[src/hw/rtl/fmpf_pkg.sv]
// Shared types and constants for the first-match packet filter.
// Used by the controller, the datapath and the top level; depends on nothing.
`default_nettype none
package fmpf_pkg;

   localparam logic [1:0] CMD_RULE_WR  = 2'd0;
   localparam logic [1:0] CMD_SPAN_WR  = 2'd1;
   localparam logic [1:0] CMD_CLASSIFY = 2'd2;
   localparam logic [1:0] CMD_NONE     = 2'd3;

   localparam logic [1:0] PROTO_ALL  = 2'd0;
   localparam logic [1:0] FAM_ANY    = 2'd0;
   localparam logic [1:0] FAM_IPV4   = 2'd1;
   localparam logic [1:0] FAM_IPV6   = 2'd2;

   localparam logic CSR_ACTIVE_RULES  = 1'b0;
   localparam logic CSR_DEFAULT_ALLOW = 1'b1;

   localparam int ADDR_W = 128;

   typedef struct packed {
      logic        verdict;
      logic [1:0]  proto;
      logic [1:0]  family;
      logic [7:0]  prefix_len;
      logic        any_port;
      logic [15:0] span_first;
      logic [15:0] span_count;
      logic [63:0] addr_hi;
      logic [63:0] addr_lo;
   } rule_type;

   typedef enum logic [2:0] {
      ST_IDLE,
      ST_RULE_RD,
      ST_RULE_CHK,
      ST_SPAN_RD,
      ST_SPAN_CHK,
      ST_DONE
   } state_type;

   typedef struct packed {
      logic load_pkt;
      logic rule_next;
      logic span_start;
      logic span_next;
      logic set_hit;
      logic set_default;
      logic set_zero;
      logic out_load;
   } ctl_cmd_type;

   typedef struct packed {
      logic rules_done;
      logic head_hit;
      logic any_port;
      logic span_done;
      logic span_hit;
   } ctl_status_type;

endpackage
`default_nettype wire

[src/hw/rtl/fmpf_ctrl.sv]
// Controller state machine of the filter: sequences the rule walk and the span
// scan, and owns the input stall and the result valid. Depends on fmpf_pkg.
`default_nettype none
module fmpf_ctrl import fmpf_pkg::*; (
   input  wire logic           clock,
   input  wire logic           reset,
   input  wire logic           req_valid,
   input  wire logic [1:0]     req_cmd,
   output logic                req_stall,
   output logic                rsp_valid,
   input  wire logic           rsp_stall,
   input  wire ctl_status_type status,
   output ctl_cmd_type         cmd
);

   state_type state_ff, state_in;
   logic      rsp_valid_ff, rsp_valid_in;
   logic      out_free;

   assign out_free  = !rsp_valid_ff || !rsp_stall;
   assign req_stall = (state_ff != ST_IDLE);
   assign rsp_valid = rsp_valid_ff;

   always_comb begin
      state_in = state_ff;
      case (state_ff)
         ST_IDLE: begin
            if (req_valid) begin
               state_in = (req_cmd == CMD_CLASSIFY) ? ST_RULE_RD : ST_DONE;
            end
         end
         ST_RULE_RD:  state_in = status.rules_done ? ST_DONE : ST_RULE_CHK;
         ST_RULE_CHK: begin
            if (!status.head_hit) begin
               state_in = ST_RULE_RD;
            end else if (status.any_port) begin
               state_in = ST_DONE;
            end else begin
               state_in = ST_SPAN_RD;
            end
         end
         ST_SPAN_RD:  state_in = status.span_done ? ST_RULE_RD : ST_SPAN_CHK;
         ST_SPAN_CHK: state_in = status.span_hit ? ST_DONE : ST_SPAN_RD;
         ST_DONE: begin
            if (out_free) begin
               state_in = ST_IDLE;
            end
         end
         default:     state_in = ST_IDLE;
      endcase
   end

   always_comb begin
      cmd = '0;
      case (state_ff)
         ST_IDLE: begin
            cmd.load_pkt = req_valid;
            cmd.set_zero = req_valid && (req_cmd != CMD_CLASSIFY);
         end
         ST_RULE_RD:  cmd.set_default = status.rules_done;
         ST_RULE_CHK: begin
            cmd.rule_next  = !status.head_hit;
            cmd.set_hit    = status.head_hit && status.any_port;
            cmd.span_start = status.head_hit && !status.any_port;
         end
         ST_SPAN_RD:  cmd.rule_next = status.span_done;
         ST_SPAN_CHK: begin
            cmd.set_hit   = status.span_hit;
            cmd.span_next = !status.span_hit;
         end
         ST_DONE:     cmd.out_load = out_free;
         default:     cmd = '0;
      endcase
   end

   always_comb begin
      rsp_valid_in = rsp_valid_ff;
      if (cmd.out_load) begin
         rsp_valid_in = 1'b1;
      end else if (!rsp_stall) begin
         rsp_valid_in = 1'b0;
      end
   end

   always_ff @(posedge clock) begin
      if (reset) begin
         state_ff     <= ST_IDLE;
         rsp_valid_ff <= 1'b0;
      end else begin
         state_ff     <= state_in;
         rsp_valid_ff <= rsp_valid_in;
      end
   end

   a_done_waits: assert property (@(posedge clock) disable iff (reset)
      (state_ff == ST_DONE) && rsp_valid_ff && rsp_stall |=> (state_ff == ST_DONE))
      else $error("result left while output still held");
   a_chk_after_rd: assert property (@(posedge clock) disable iff (reset)
      (state_ff == ST_RULE_CHK) |-> ($past(state_ff) == ST_RULE_RD))
      else $error("rule check without a rule read");
   a_load_sets_valid: assert property (@(posedge clock) disable iff (reset)
      cmd.out_load |=> rsp_valid_ff)
      else $error("result loaded without valid");
   a_span_from_rule: assert property (@(posedge clock) disable iff (reset)
      cmd.span_start |-> (state_ff == ST_RULE_CHK) && status.head_hit)
      else $error("span scan started without a head match");

endmodule
`default_nettype wire

[config.mk]
export PLATFORM = sky130hd
export DESIGN_NAME = fmpf_ctrl
export DESIGN_NICKNAME = d
export VERILOG_FILES = /design/src/hw/rtl/fmpf_pkg.sv /design/src/hw/rtl/fmpf_ctrl.sv
export SDC_FILE = /design/constraint.sdc
export NUM_CORES = 1
export LEC_CHECK = 0
export ABC_AREA = 1
export BUFFER_PORTS_ARGS = -buffer_cell sky130_fd_sc_hd__clkbuf_2
export CAP_MARGIN = 20
export CORE_AREA = 2 2 39 41
export CTS_BUF_LIST = sky130_fd_sc_hd__clkbuf_4
export CTS_CLUSTER_SIZE = 10
export DETAILED_ROUTE_END_ITERATION = 10
export DIE_AREA = 0 0 41 43
export PLACE_DENSITY = 0.59
export SYNTH_ARGS = -nofsm -noshare
export SYNTH_HDL_FRONTEND = slang
export SYNTH_SLANG_ARGS = --single-unit
[constraint.sdc]
create_clock -name clock -period 1 [get_ports clock]
set_input_delay 0.05 -clock clock [delete_from_list [all_inputs] [get_ports clock]]
set_output_delay 0.05 -clock clock [all_outputs]
set_load 0.005 [all_outputs]
==> metrics.md, run 1 <==
| Metric | Value |
|---|---|
| Switching Share | 0.378 |
| Violated checks | setup timing |
| Share of cells above drive strength 1 | 0.637 |
| Area contributors post-synth | dfxtp_1 24%, inv_1 16%, nand3_1 12%, nand2_1 11%, nor2_1 7.9% |
| Clock skew | 3.75 ps |
| Hold Vio Cnt, Final | 0 |
| Post-synth EDFFs | 0 |
| Most numerous cell in the Yosys netlist | inv_1 |
| Share of the synthesized area in the top cell type | 0.242 |
| ANT nets after route | 0 |
| Clock Power Share | 0.214 |
| Synth Register Bits | 4 |
| Worst path bufs/invs | 2 |
| Final setup fails | 12 |
| Inserted Diodes | 0 |
| Vias per cell | 4.31 |
| Hold Path Class | in2reg |
| DP Wirelength | 675 microns |
| Area post-placement | 480 sq um |
| Router iterations before antenna repair | 4 |
| Port Buffers | 20 |
| Syn Nets | 69 |
| Vias | 461 |
| Yosys warning count | 0 |
| Clock Tree Root | clkbuf_4 |
| Largest net degree at the start of global routing | 6 |
| Clock latency on the worst-skew pair | 240 ps |
| Worst reg2reg setup slack | -210 ps |
| Full die area | 1760 sq um |
| DRC | 0 |
| Fillers | 148 |
| Largest stage delay, worst path | 350 ps |
| CP Class | reg2out |
| Number of global-route vias before repair | 410 |
| Internal power | 599 uW |
| Pre-CTS setup slack | -127 ps |
| Fin crit share | 1.31 |
| Global Route Usage Sum | 0.123 |
| Slowest cell on crit path | dfxtp_4 |
| Cell family with most CP delay | simple AND/OR/NAND/NOR gates |
| Slew Viols, Final | 0 |
| GRT overflow | 0 |
| Relative max-transition margin | 0.890 |
| CTS H-tree depth | 1 |
| CTS tree | built |
| Area grow syn2layout | 85.7% |
| Cell variety after synth | 16 |
| Initial Util | 0.240 |
| Io pins | 21 |
| Commonest cells in the netlist | 14 x inv_1, 10 x nand2_1, 8 x nand3_1 |
| Primary FF master, synth | dfxtp_1 |
| Cell Rows | 14 |
| Crit. End Element | output port |
| Final Net Count | 104 |
| Reg2Reg Launch Point | state_ff[2] |
| Final WS setup | -310 ps |
| Worst Path Required | 950 ps |
| Clock sinks | 4 |
| Initial antenna violation count | 0 |
| R2R depth | 7 |
| Initial DRC count | 10 |
| Leading area contributor after synthesis | dfxtp_1 |
| Cells along the critical path | nor2_4 > nand2_2 > or3_4 > inv_2 > clkbuf_2 |
| Outcome | finished with violations |
| RSZ-0062 raised after global routing | yes |
| Seq/Total Area, Yosys | 0.242 |
| Async S/R FF share, synth | 0 |
| Comb pwr share | 0.533 |
| Die W | 41 microns |
| MaxCap Viol Count | 0 |
| Worst Max-Slew Pin Slew | 164 ps |
| Core Footprint | 1380 sq um |
| Clock tree buffer depth | 2 |
| CP startpoint kind | flip-flop |
| Critical path depth | 5 |
| Lkg Pwr | 0.367 nW |
| WL final | 953 microns |
| Final Critical Period | 1310 ps |
| Clk slew on worst S/H paths | 40 ps |
| RD Place Congestion | 0.795 |
| VDD IR-drop max | 611 uV |
| Reg power frac | 0.252 |
| Worst reg2reg path endpoint | state_ff[1] |
| Synthesized cell area | 332 sq um |
| Setup crit start | state_ff[2] |
| Final Cell Area | 616 sq um |
| First-pass GRT wire length | 1550 microns |
| Crit path max fanout | 4 |
| Critical Path End | cmd[5] |
| Fmax | 763 MHz |
| Mean post-synth cell area | 5.72 sq um |
| Syn Inst Count | 58 |
| Critical Path AT | 1260 ps |
| Psw | 364 uW |
| Die height | 43 microns |
| WL/cell | 8.91 microns |
| Pwr Density | 1560 nW/um^2 |
| Inserted Clock Buffers | 3 |
## how the worst min path moves through the flow
stage | from | to | slack [ps] | cells after the start
after floorplan | reset | state_ff[0] | 110 | 1
after global placement | reset | state_ff[0] | 260 | 2
after detailed placement | reset | state_ff[0] | 260 | 2
after CTS | reset | state_ff[0] | 10 | 2
after global routing | reset | rsp_valid | 40 | 2
final | reset | state_ff[0] | 20 | 2
## cell usage in the layout, fill, tap and decap left out, types with 3 or more instances in the layout
master | netlist | final
buf_2 | 0 | 3
dfxtp_4 | 0 | 3
nand2_1 | 10 | 8
clkbuf_4 | 0 | 3
nor2_2 | 3 | 4
nand3_1 | 8 | 7
nor2_4 | 0 | 4
clkbuf_2 | 0 | 17
buf_4 | 1 | 11
inv_1 | 14 | 10
inv_2 | 1 | 5
## cell families (layout without fill, tap and decap cells)
kind of cell,Yosys count,in the layout,share of synthesized area
AND/OR/NAND/NOR,32,32,0.468
buffers and inverters,16,49,0.192
AO/OA/AOI/OAI,6,6,0.0981
flip-flops,4,4,0.242
## per-stage QoR
step | cells | hold slack, ps | setup TNS (ps) | utilization | power (mW)
after floorplan | 58 | 112 | -55.8 | - | 0.450
after global placement | 97 | 262 | -515 | 0.347 | 0.604
after detailed placement | 97 | 259 | -574 | 0.347 | 0.606
after CTS | 103 | 11.3 | -2430 | 0.394 | 0.865
after global routing | 107 | 38.8 | -3300 | 0.445 | 1.04
final | 107 | 20.0 | -2570 | 0.445 | 0.963
## worst reg2reg max path: cells and delay by family (launching register included)
| family | cells | cell delay [ps] |
|---|---|---|
| buf+inv | 2 | 190 |
| flops | 1 | 350 |
| simple gates | 5 | 600 |
## metal layers
layer / vias up / track usage / routed length, microns
met5: - / 0 / 0
met2: 11 / 0.200 / 496
met1: 200 / 0.158 / 393
met4: 0 / 0.0600 / 20
li1: 248 / - / -
met3: 2 / 0 / 43
## flip-flops by register name (all words and copies together), names as in the netlist
register	count
rsp_valid	1
state_ff	3
## final cells by class
class | instances | area (sq um) | area share
multi-input cells | 38 | 243 | 0.394
repair buffers | 31 | 183 | 0.297
flip-flops and latches | 4 | 91.3 | 0.148
inverters | 15 | 56.3 | 0.0915
clock buffers | 3 | 22.5 | 0.0366
well taps | 16 | 20.0 | 0.0325
## power by group through the flow
| stage | Sequential, mW | Combinational (mW) | Clock [mW] |
|---|---|---|---|
| 2_1_floorplan | 0.225 | 0.224 | 0 |
| 3_3_place_gp | 0.226 | 0.379 | 0 |
| 3_5_place_dp | 0.226 | 0.380 | 0 |
| 4_1_cts | 0.231 | 0.425 | 0.208 |
| 5_1_grt | 0.247 | 0.575 | 0.214 |
| 6_report | 0.243 | 0.514 | 0.207 |
## what timing repair did
item	4_1_cts	5_1_grt
gates cloned	0	0
gates resized for setup	8	19
endpoints found under the setup margin	12	12
hold buffers	0	0
pin swaps	2	7
setup buffers	3	4
No activity file was read; power rests on OpenSTA's default activity.
==> inputs of run 2 (changes only) <==
- PLACE_DENSITY: 0.59 -> 0.62
==> metrics.md, run 2 (synthesized netlist as in run 1, its figures left out) <==
| Metric | Value |
|---|---|
| Slew Viols, Final | 0 |
| Pre-CTS setup slack | -128 ps |
| Max reg flops | 3 |
| VDD IR-drop max | 632 uV |
| Final Cell Area | 713 sq um |
| Clock skew | 2.46 ps |
| Most flops, register | state_ff |
| CP startpoint kind | flip-flop |
| Crit. End Element | output port |
| Commonest non-fill, non-tap cells in the layout | 15 x clkbuf_2, 10 x buf_4, 8 x inv_1, 6 x inv_2, 6 x nand3_2 |
| Initial Util | 0.240 |
| Lkg Pwr | 0.413 nW |
| Hold Path Class | in2reg |
| Final WS setup | -308 ps |
| Cell Rows | 14 |
| DP Wirelength | 667 microns |
| Crit path max fanout | 4 |
| CP Class | reg2out |
| Cts hold-fix bufs | 0 |
| Die height | 43 microns |
| Clock Tree Root | clkbuf_4 |
| Worst Max-Slew Pin Slew | 176 ps |
| Critical Path AT | 1260 ps |
| First-pass GRT wire length | 1520 microns |
| Hold Vio Cnt, Final | 0 |
| Core Footprint | 1380 sq um |
| Die W | 41 microns |
| RD Place Congestion | 0.805 |
| Hold Crit Depth | 2 |
| Final Net Count | 107 |
| Pwr Density | 1530 nW/um^2 |
| Inserted Diodes | 0 |
| Final Critical Period | 1310 ps |
| Clk slew on worst S/H paths | 40 ps |
| Clock latency on the worst-skew pair | 230 ps |
| Vias per cell | 4.24 |
| Vias | 466 |
| ANT nets after route | 0 |
| Full die area | 1760 sq um |
| Port Buffers | 20 |
| Commonest non-fill, non-tap cell in the layout | clkbuf_2 |
| Area grow syn2layout | 115% |
| Initial antenna violation count | 0 |
| GRT overflow | 0 |
| Fin crit share | 1.31 |
| Area post-placement | 473 sq um |
| Fmax | 765 MHz |
| Violated checks | setup timing |
| WL/cell | 9.29 microns |
| Global Route Usage Sum | 0.120 |
| CTS tree | built |
| Clock sinks | 4 |
| MaxCap Viol Count | 0 |
| DRC | 0 |
| Number of global-route vias before repair | 384 |
| Clock tree buffer depth | 2 |
| Share of cells above drive strength 1 | 0.755 |
| Worst reg2reg setup slack | -220 ps |
| Worst Path Required | 950 ps |
| Inserted Clock Buffers | 3 |
| CTS H-tree depth | 1 |
| Relative max-transition margin | 0.882 |
| Largest net degree at the start of global routing | 6 |
| Outcome | finished with violations |
| Initial DRC count | 3 |
| Router iterations before antenna repair | 2 |
| RSZ-0062 raised after global routing | yes |
| Final setup fails | 13 |
| WL final | 1020 microns |
| R2R depth | 7 |
| Io pins | 21 |
-- run 2: cell types whose count changed in the layout (fill, tap and decap cells not counted), sizes merged --
| cell | change |
|---|---|
| buf | +5 |
| clkbuf | -2 |
-- run 2: what timing repair did --
item,in CTS,in global routing
setup buffers,7,5
endpoints found under the hold margin,0,0
pin swaps,11,11
endpoints found under the setup margin,12,12
resized for setup,25,23
-- run 2: per-layer routing --
layer / GRT usage / part of all wire / vias up
li1: - / - / 254
met1: 0.170 / 0.45 / 198
met2: 0.191 / 0.49 / 12
met3: 0 / 0.048 / 2
met4: 0.0400 / 0.012 / 0
met5: 0 / 0 / -
-- run 2: layout make-up --
| cell class | instances | area (sq um) |
|---|---|---|
| fill | 135 | 671 |
| clock buffer | 3 | 22.5 |
| inverter | 15 | 58.8 |
| sequential | 4 | 88.8 |
| tap | 16 | 20.0 |
| timing repair buffer | 34 | 220 |
| multi-input combinational | 38 | 303 |
-- run 2: critical path, cell delays in order (launching register included) --
cell      delay [ps]
dfxtp_4          360
nor2_4           140
inv_2             60
nor2_2            70
inv_1             40
or2_4            230
inv_2             40
clkbuf_2          90
-- run 2: worst paths after layout --
kind,to,startpoint
min reg2reg,rsp_valid,rsp_valid
max,cmd[4],state_ff[1]
max reg2reg,state_ff[2],state_ff[0]
min,state_ff[0],reset
-- run 2: power breakdown --
part	switching [mW]	internal (mW)
logic	0.317	0.338
clock network	0.0608	0.134
registers	0.0475	0.196
-- run 2: stage by stage --
| step | std cells | power [mW] | util | hold WS, ps | TNS [ps] |
|---|---|---|---|---|---|
| floorplan | 58 | 0.450 | - | 112 | -55.8 |
| global placement | 96 | 0.596 | 0.342 | 257 | -461 |
| detailed placement | 96 | 0.600 | 0.342 | 255 | -525 |
| CTS | 106 | 0.973 | 0.452 | 12.5 | -2320 |
| global route | 110 | 1.18 | 0.515 | 35.3 | -3560 |
| finish | 110 | 1.09 | 0.515 | 29.2 | -2680 |
